[src/sv/spcf_pkg.sv]
// Shared types and constants of the semantic point confidence filter.
package spcf_pkg;

	localparam int MAX_CLASSES = 16;

	localparam logic [15:0] LUMA_WR = 16'd19595;
	localparam logic [15:0] LUMA_WG = 16'd38470;
	localparam logic [15:0] LUMA_WB = 16'd7471;

	localparam logic [7:0]  CONF_MAX     = 8'd255;
	localparam logic [7:0]  CONF_FAR     = 8'd45;
	localparam logic [15:0] CONF_SPAN_SQ = 16'd44100;

	localparam int DIV_STEPS      = 16;
	localparam int DIV_PER_STAGE  = 2;
	localparam int DIV_STAGES     = DIV_STEPS / DIV_PER_STAGE;
	localparam int SQRT_STEPS     = 8;
	localparam int SQRT_PER_STAGE = 2;
	localparam int SQRT_STAGES    = SQRT_STEPS / SQRT_PER_STAGE;

	localparam logic [1:0] CFG_PROB_THR = 2'd0;
	localparam logic [1:0] CFG_CONF_THR = 2'd1;
	localparam logic [1:0] CFG_NEAR     = 2'd2;
	localparam logic [1:0] CFG_FAR      = 2'd3;

	typedef struct packed {
		logic       keep;
		logic       use_fixed;
		logic [7:0] fixed_conf;
	} ctl_t;

	typedef struct packed {
		logic [15:0] rem;
		logic [15:0] lo;
		logic [15:0] span;
	} div_t;

	typedef struct packed {
		logic [15:0] rad;
		logic [9:0]  rem;
		logic [7:0]  root;
	} sqrt_t;

endpackage

[src/sv/spcf_front.sv]
// Front stages: luma, keep decision, depth range classification and numerator product.
module spcf_front #(
	parameter int DEPTH_BITS = 16
) (
	input  logic                  clk,
	input  logic                  en_s1,
	input  logic                  en_s2,
	input  logic [16:0]           class_prob,
	input  logic [3:0]            class_index,
	input  logic [7:0]            unc_red,
	input  logic [7:0]            unc_green,
	input  logic [7:0]            unc_blue,
	input  logic                  point_finite,
	input  logic [DEPTH_BITS-1:0] depth_mm,
	input  logic [16:0]           prob_thr,
	input  logic [7:0]            conf_thr,
	input  logic [15:0]           near_dist,
	input  logic [15:0]           far_dist,
	output spcf_pkg::ctl_t        ctl_s1,
	output spcf_pkg::div_t        div_s2
);
	import spcf_pkg::*;

	localparam int ZW = (DEPTH_BITS > 16) ? DEPTH_BITS : 16;

	logic [23:0]  luma_sum;
	logic [7:0]   luma;
	logic [7:0]   seg_conf;
	logic [ZW-1:0] z_ext;
	logic [ZW-1:0] near_ext;
	logic [ZW-1:0] far_ext;
	logic         lt_near;
	logic         gt_far;
	ctl_t         ctl_nxt;
	logic [15:0]  d_s1;
	logic [15:0]  span_s1;
	logic [31:0]  prod;

	assign luma_sum = 24'(unc_red) * 24'(LUMA_WR) + 24'(unc_green) * 24'(LUMA_WG)
		+ 24'(unc_blue) * 24'(LUMA_WB);
	assign luma     = luma_sum[23:16];
	assign seg_conf = CONF_MAX - luma;

	assign z_ext    = ZW'(depth_mm);
	assign near_ext = ZW'(near_dist);
	assign far_ext  = ZW'(far_dist);
	assign lt_near  = z_ext < near_ext;
	assign gt_far   = z_ext > far_ext;

	always_comb begin
		ctl_nxt.keep = point_finite && (class_prob >= prob_thr) && (seg_conf >= conf_thr)
			&& ({5'd0, class_index} < 9'(MAX_CLASSES));
		ctl_nxt.use_fixed  = lt_near || gt_far || (far_dist == near_dist);
		ctl_nxt.fixed_conf = (!lt_near && gt_far) ? CONF_FAR : CONF_MAX;
	end

	always_ff @(posedge clk) begin
		if (en_s1) begin
			ctl_s1  <= ctl_nxt;
			d_s1    <= 16'(z_ext - near_ext);
			span_s1 <= far_dist - near_dist;
		end
	end

	// quotient is below 2^16 when d <= span, so the upper half seeds the remainder
	assign prod = {16'd0, d_s1} * {16'd0, CONF_SPAN_SQ};

	always_ff @(posedge clk) begin
		if (en_s2) begin
			div_s2.rem  <= prod[31:16];
			div_s2.lo   <= prod[15:0];
			div_s2.span <= span_s1;
		end
	end

endmodule

[src/sv/spcf_div_stage.sv]
// One pipeline stage of the restoring divider, DIV_PER_STAGE quotient bits per stage.
module spcf_div_stage (
	input  logic           clk,
	input  logic           en,
	input  spcf_pkg::div_t div_in,
	output spcf_pkg::div_t div_out
);
	import spcf_pkg::*;

	div_t div_nxt;

	always_comb begin
		logic [16:0] t;
		div_nxt = div_in;
		for (int i = 0; i < DIV_PER_STAGE; i++) begin
			t = {div_nxt.rem, div_nxt.lo[15]};
			div_nxt.lo = {div_nxt.lo[14:0], 1'b0};
			if (t >= {1'b0, div_nxt.span}) begin
				t = t - {1'b0, div_nxt.span};
				div_nxt.lo[0] = 1'b1;
			end
			div_nxt.rem = t[15:0];
		end
	end

	always_ff @(posedge clk) begin
		if (en) begin
			div_out <= div_nxt;
		end
	end

endmodule

[src/sv/spcf_sqrt_stage.sv]
// One pipeline stage of the digit-by-digit integer square root.
module spcf_sqrt_stage (
	input  logic            clk,
	input  logic            en,
	input  spcf_pkg::sqrt_t sq_in,
	output spcf_pkg::sqrt_t sq_out
);
	import spcf_pkg::*;

	sqrt_t sq_nxt;

	always_comb begin
		logic [11:0] r;
		logic [9:0]  trial;
		sq_nxt = sq_in;
		for (int i = 0; i < SQRT_PER_STAGE; i++) begin
			r = {sq_nxt.rem, sq_nxt.rad[15:14]};
			sq_nxt.rad = {sq_nxt.rad[13:0], 2'b00};
			trial = {sq_nxt.root, 2'b01};
			if (r >= {2'b00, trial}) begin
				r = r - {2'b00, trial};
				sq_nxt.root = {sq_nxt.root[6:0], 1'b1};
			end else begin
				sq_nxt.root = {sq_nxt.root[6:0], 1'b0};
			end
			sq_nxt.rem = r[9:0];
		end
	end

	always_ff @(posedge clk) begin
		if (en) begin
			sq_out <= sq_nxt;
		end
	end

endmodule

[src/sv/semantic_point_confidence_filter_top.sv]
// Top level of the semantic point confidence filter pipeline.
//
// Input channel: one beat per pixel and class (in_valid / in_stall). Output channel:
// exactly one result beat per input beat, in order (out_valid / out_stall).
// A result carries keep, the pass-through class, coordinates and colour, and a
// depth confidence (45..255 when kept, 0 otherwise).
// Throughput is one beat per cycle unless out_stall backs the pipeline up. A beat passes
// from acceptance to out_valid through fifteen register stages: two front stages (luma and range checks,
// then the 44100*d product), eight divider stages of two quotient bits each, four
// square root stages of two root bits each, and the output register.
// Each stage has its own valid bit and advances when it is empty or the stage
// after it advances, so bubbles close up under out_stall and in_stall rises only
// once every stage is full. No beat is lost or repeated.
// Configuration: cfg_we writes register cfg_index from cfg_wdata at a clock edge
// (0 probability threshold, 1 confidence threshold, 2 near, 3 far distance).
// Write only while the pipeline is empty.
// Reset clears all valid bits and loads the default thresholds and distances.
module semantic_point_confidence_filter_top #(
	parameter int DEPTH_BITS = 16
) (
	input  logic                  clk,
	input  logic                  arst_n,
	input  logic                  cfg_we,
	input  logic [1:0]            cfg_index,
	input  logic [16:0]           cfg_wdata,
	input  logic                  in_valid,
	output logic                  in_stall,
	input  logic [16:0]           class_prob,
	input  logic [3:0]            class_index,
	input  logic [7:0]            unc_red,
	input  logic [7:0]            unc_green,
	input  logic [7:0]            unc_blue,
	input  logic                  point_finite,
	input  logic signed [15:0]    pos_x_mm,
	input  logic signed [15:0]    pos_y_mm,
	input  logic [DEPTH_BITS-1:0] depth_mm,
	input  logic [23:0]           point_color,
	output logic                  out_valid,
	input  logic                  out_stall,
	output logic                  keep,
	output logic [3:0]            class_out,
	output logic signed [15:0]    x_out,
	output logic signed [15:0]    y_out,
	output logic [DEPTH_BITS-1:0] z_out,
	output logic [23:0]           color_out,
	output logic [7:0]            depth_confidence
);
	import spcf_pkg::*;

	localparam int NS = 2 + DIV_STAGES + SQRT_STAGES + 1;

	typedef struct packed {
		logic [3:0]            cls;
		logic [15:0]           x;
		logic [15:0]           y;
		logic [DEPTH_BITS-1:0] z;
		logic [23:0]           color;
	} pass_t;

	logic [16:0] prob_thr_q;
	logic [7:0]  conf_thr_q;
	logic [15:0] near_q;
	logic [15:0] far_q;

	logic [NS:1] valid_s;
	logic [NS:1] vin;
	logic [NS:1] en;

	ctl_t  ctl_s  [1:NS-1];
	pass_t pass_s [1:NS-1];
	div_t  div_s  [0:DIV_STAGES];
	sqrt_t sq_s   [0:SQRT_STAGES];
	logic [7:0] conf_nxt;

	always_ff @(posedge clk or negedge arst_n) begin
		if (!arst_n) begin
			prob_thr_q <= 17'd32768;
			conf_thr_q <= 8'd128;
			near_q     <= 16'd500;
			far_q      <= 16'd6000;
		end else if (cfg_we) begin
			case (cfg_index)
				CFG_PROB_THR: prob_thr_q <= cfg_wdata;
				CFG_CONF_THR: conf_thr_q <= cfg_wdata[7:0];
				CFG_NEAR:     near_q     <= cfg_wdata[15:0];
				CFG_FAR:      far_q      <= cfg_wdata[15:0];
				default: ;
			endcase
		end
	end

	// stage advance chain
	assign en[NS] = !valid_s[NS] || !out_stall;
	genvar k;
	generate
		for (k = 1; k < NS; k++) begin : g_en
			assign en[k] = !valid_s[k] || en[k+1];
		end
	endgenerate

	assign in_stall = !en[1];
	assign vin      = {valid_s[NS-1:1], in_valid};

	always_ff @(posedge clk or negedge arst_n) begin
		if (!arst_n) begin
			valid_s <= '0;
		end else begin
			for (int i = 1; i <= NS; i++) begin
				if (en[i]) begin
					valid_s[i] <= vin[i];
				end
			end
		end
	end

	spcf_front #(
		.DEPTH_BITS(DEPTH_BITS)
	) u_front (
		.clk          (clk),
		.en_s1        (en[1]),
		.en_s2        (en[2]),
		.class_prob   (class_prob),
		.class_index  (class_index),
		.unc_red      (unc_red),
		.unc_green    (unc_green),
		.unc_blue     (unc_blue),
		.point_finite (point_finite),
		.depth_mm     (depth_mm),
		.prob_thr     (prob_thr_q),
		.conf_thr     (conf_thr_q),
		.near_dist    (near_q),
		.far_dist     (far_q),
		.ctl_s1       (ctl_s[1]),
		.div_s2       (div_s[0])
	);

	always_ff @(posedge clk) begin
		if (en[1]) begin
			pass_s[1] <= '{cls: class_index, x: pos_x_mm, y: pos_y_mm, z: depth_mm,
				color: point_color};
		end
	end

	generate
		for (k = 2; k < NS; k++) begin : g_side
			always_ff @(posedge clk) begin
				if (en[k]) begin
					ctl_s[k]  <= ctl_s[k-1];
					pass_s[k] <= pass_s[k-1];
				end
			end
		end

		for (k = 0; k < DIV_STAGES; k++) begin : g_div
			spcf_div_stage u_div (
				.clk     (clk),
				.en      (en[3+k]),
				.div_in  (div_s[k]),
				.div_out (div_s[k+1])
			);
		end
	endgenerate

	assign sq_s[0] = '{rad: div_s[DIV_STAGES].lo, rem: 10'd0, root: 8'd0};

	generate
		for (k = 0; k < SQRT_STAGES; k++) begin : g_sqrt
			spcf_sqrt_stage u_sqrt (
				.clk    (clk),
				.en     (en[3+DIV_STAGES+k]),
				.sq_in  (sq_s[k]),
				.sq_out (sq_s[k+1])
			);
		end
	endgenerate

	always_comb begin
		if (!ctl_s[NS-1].keep) begin
			conf_nxt = 8'd0;
		end else if (ctl_s[NS-1].use_fixed) begin
			conf_nxt = ctl_s[NS-1].fixed_conf;
		end else begin
			conf_nxt = CONF_MAX - sq_s[SQRT_STAGES].root;
		end
	end

	always_ff @(posedge clk) begin
		if (en[NS]) begin
			keep             <= ctl_s[NS-1].keep;
			class_out        <= pass_s[NS-1].cls;
			x_out            <= pass_s[NS-1].x;
			y_out            <= pass_s[NS-1].y;
			z_out            <= pass_s[NS-1].z;
			color_out        <= pass_s[NS-1].color;
			depth_confidence <= conf_nxt;
		end
	end

	assign out_valid = valid_s[NS];

	a_drop_zero: assert property (@(posedge clk) disable iff (!arst_n)
		out_valid && !keep |-> depth_confidence == 8'd0)
		else $error("dropped point with nonzero depth confidence");

	a_kept_floor: assert property (@(posedge clk) disable iff (!arst_n)
		out_valid && keep |-> depth_confidence >= CONF_FAR)
		else $error("kept point below far confidence");

	a_stall_full: assert property (@(posedge clk) disable iff (!arst_n)
		in_stall |-> valid_s[1] && out_valid && out_stall)
		else $error("input stalled with room in the pipeline");

	a_root_range: assert property (@(posedge clk) disable iff (!arst_n)
		valid_s[NS-1] && !ctl_s[NS-1].use_fixed |-> sq_s[SQRT_STAGES].root <= 8'd210)
		else $error("square root above span");

endmodule

[config.mk]
export PLATFORM = sky130hd
export DESIGN_NAME = semantic_point_confidence_filter_top
export DESIGN_NICKNAME = d
export VERILOG_FILES = /design/src/sv/spcf_pkg.sv /design/src/sv/spcf_front.sv /design/src/sv/spcf_div_stage.sv /design/src/sv/spcf_sqrt_stage.sv /design/src/sv/semantic_point_confidence_filter_top.sv
export SDC_FILE = /design/constraint.sdc
export NUM_CORES = 2
export LEC_CHECK = 0
export BUFFER_PORTS_ARGS = -buffer_cell sky130_fd_sc_hd__clkbuf_2
export CORE_MARGIN = 3
export CORE_UTILIZATION = 60
export CTS_CLUSTER_SIZE = 20
export DETAILED_ROUTE_END_ITERATION = 8
export GPL_ROUTABILITY_DRIVEN = 0
export MAX_ROUTING_LAYER = met4
export PLACE_DENSITY = 0.79
export SYNTH_ARGS = -nofsm -noshare
export SYNTH_HDL_FRONTEND = slang
export SYNTH_HIERARCHICAL = 1
export SYNTH_SLANG_ARGS = --single-unit
[constraint.sdc]
create_clock -name clk -period 26 [get_ports clk]
set_input_delay 2.6 -clock clk [delete_from_list [all_inputs] [get_ports clk]]
set_output_delay 2.6 -clock clk [all_outputs]
set_load 0.005 [all_outputs]
==> flow_metrics.env <==
export IMPL_status="completed"
export IMPL_dp_hpwl_um=116000
export IMPL_die_x_um=389
export IMPL_drive_gt1_share_pct=15.0
export IMPL_clk_pin_slew_ps=70
export IMPL_syn_area_sq_um=87900
export IMPL_ant_nets=0
export IMPL_fin_nets=7269
export IMPL_clkLatencyLatePin_ps=850
export IMPL_wl_per_cell_um=21.4
export IMPL_dieHeight_um=389
export IMPL_areaGrowthSynthToFinish_pct=11.4
export IMPL_fin_worst_skew_ps=117
export IMPL_end_kind="register"
export IMPL_numCtsBuffers=179
export IMPL_grt_pass1_wl_um=281000
export IMPL_crit_type="input port to register"
export IMPL_crit_buf_inv=5
export IMPL_numPortBuffers=228
export IMPL_reg2reg_slack_ps=20150
export IMPL_arrival_ps=10720
export IMPL_max_cap_violations=0
export IMPL_root_buffer="clkbuf_16"
export IMPL_report_final_setup_viol=0
export IMPL_slowest_delay_ps=560
export IMPL_core_sq_um=145000
export IMPL_cts_buffer_depth=3
export IMPL_setup_tns_ps=0
export IMPL_fin_crit_ps=10240
export IMPL_synthCells=5853
export IMPL_cts_tree="yes"
export IMPL_htree_levels=4
export IMPL_num_io_pins=229
export IMPL_post_cts_setup_buffers=0
export IMPL_dr_pass1_iters=6
export IMPL_layout_commonest_cell="edfxtp_1"
export IMPL_cts_resized=0
export IMPL_avgSynthCellArea_sq_um=15.0
export IMPL_grt_pass1_vias=51300
export IMPL_via_count=48900
export IMPL_path_delay_family="adder cells"
export IMPL_crit_top_cell="fa_1"
export IMPL_grt_ovfl_total=0
export IMPL_numClockSinks=1870
export IMPL_hold_viol=0
export IMPL_nFillCells=9356
export IMPL_post_drt_via_cell_ratio=5.86
export IMPL_drt_total_wl_um=179000
export IMPL_cp_required_ps=26480
export IMPL_drc=0
export IMPL_rsz0062_at_grt="no"
export IMPL_initial_utilization_pct=60.8
export IMPL_start_kind="input port"
export IMPL_holdCritPathClass="register to register"
export IMPL_antenna_found_initial=11
export IMPL_grt_max_degree=135
export IMPL_relSlewSlack_pct=21.4
export IMPL_hold_buffers=0
export IMPL_crit_path_top_delay_cell="fa_1"
export IMPL_rows=139
export IMPL_mostFrequentLayoutCells="edfxtp_1, ha_1, inv_1"
export IMPL_finalCritPeriodShare_pct=39.4
export IMPL_fmax_mhz=97.7
export IMPL_cp_max_fo=7
export IMPL_finalMaxSlewViolations=0
export IMPL_grt_usage_pct=24.5
export IMPL_initialDrtViolationCount=3614
export IMPL_dieArea_sq_um=151000
export IMPL_worst_pin_slew_ps=1180
export IMPL_ys_warn_count=6
==> metal layers <==
metal | global-route usage [%] | vias to the layer above | routed length (um)
met1 | 29.1 | 24000 | 69900
met2 | 42.3 | 1871 | 92300
met3 | 3.73 | 475 | 9960
met5 | - | - | 0
li1 | - | 22500 | -
met4 | 9.74 | 0 | 6720
==> through the flow <==
step           hold slack (ps)  utilization [%]  cells  instance area (sq um)  setup WS (ps)
6_report                   354             67.7   8342                  97800          15760
5_1_grt                    347             67.7   8342                  97800          15410
4_1_cts                    341             67.7   8332                  97800          15850
3_5_place_dp               405             63.3   7996                  91500          15050
3_3_place_gp               400             63.3   7996                  91500          15260
2_1_floorplan              400                -   5888                  88000          14930
==> path summary, 6_finish.rpt <==
kind	endpoint	depth (start not counted)	startpoint
worst max-delay path	u_front/ctl_s1[9]	34	unc_green[6]
worst min-delay path	g_div[2].u_div/div_out[21]	0	g_div[1].u_div/div_out[19]
worst max register to register	g_div[0].u_div/div_out[41]	18	u_front/div_s2[8]
worst min register to register	g_div[2].u_div/div_out[21]	0	g_div[1].u_div/div_out[19]
max in group asynchronous	valid_s[3]	2	arst_n
min in group asynchronous	prob_thr_q[2]	1	arst_n
==> sequential cells by signal (all words and copies together), names as in the netlist, 3 cells and up <==
| signal | count |
|---|---|
| class_out | 4 |
| color_out | 24 |
| conf_thr_q | 8 |
| ctl_s | 130 |
| depth_confidence | 8 |
| far_q | 16 |
| g_div.u_div/div_out | 352 |
| g_sqrt.u_sqrt/sq_out | 86 |
| near_q | 16 |
| pass_s | 1064 |
| prob_thr_q | 17 |
| u_front/ctl_s1 | 3 |
| u_front/d_s1 | 16 |
| u_front/div_s2 | 46 |
| u_front/span_s1 | 16 |
| valid_s | 15 |
| x_out | 16 |
| y_out | 16 |
| z_out | 16 |
==> cell type report <==
| type | count | area (sq um) | share of cell area, % |
|---|---|---|---|
| multi-input cells | 3321 | 29500 | 30.1 |
| inverters | 656 | 2480 | 2.53 |
| clock buffers | 210 | 4690 | 4.79 |
| flip-flops and latches | 1870 | 55800 | 57.0 |
| diodes | 10 | 25.0 | 0.0256 |
| well taps | 1903 | 2380 | 2.43 |
| clock inverters | 126 | 1680 | 1.71 |
| repair buffers | 246 | 1290 | 1.32 |
Power is left out: the tool's default activity adds up to more than one toggle a clock period on the data nets, which glitch-free logic cannot reach.
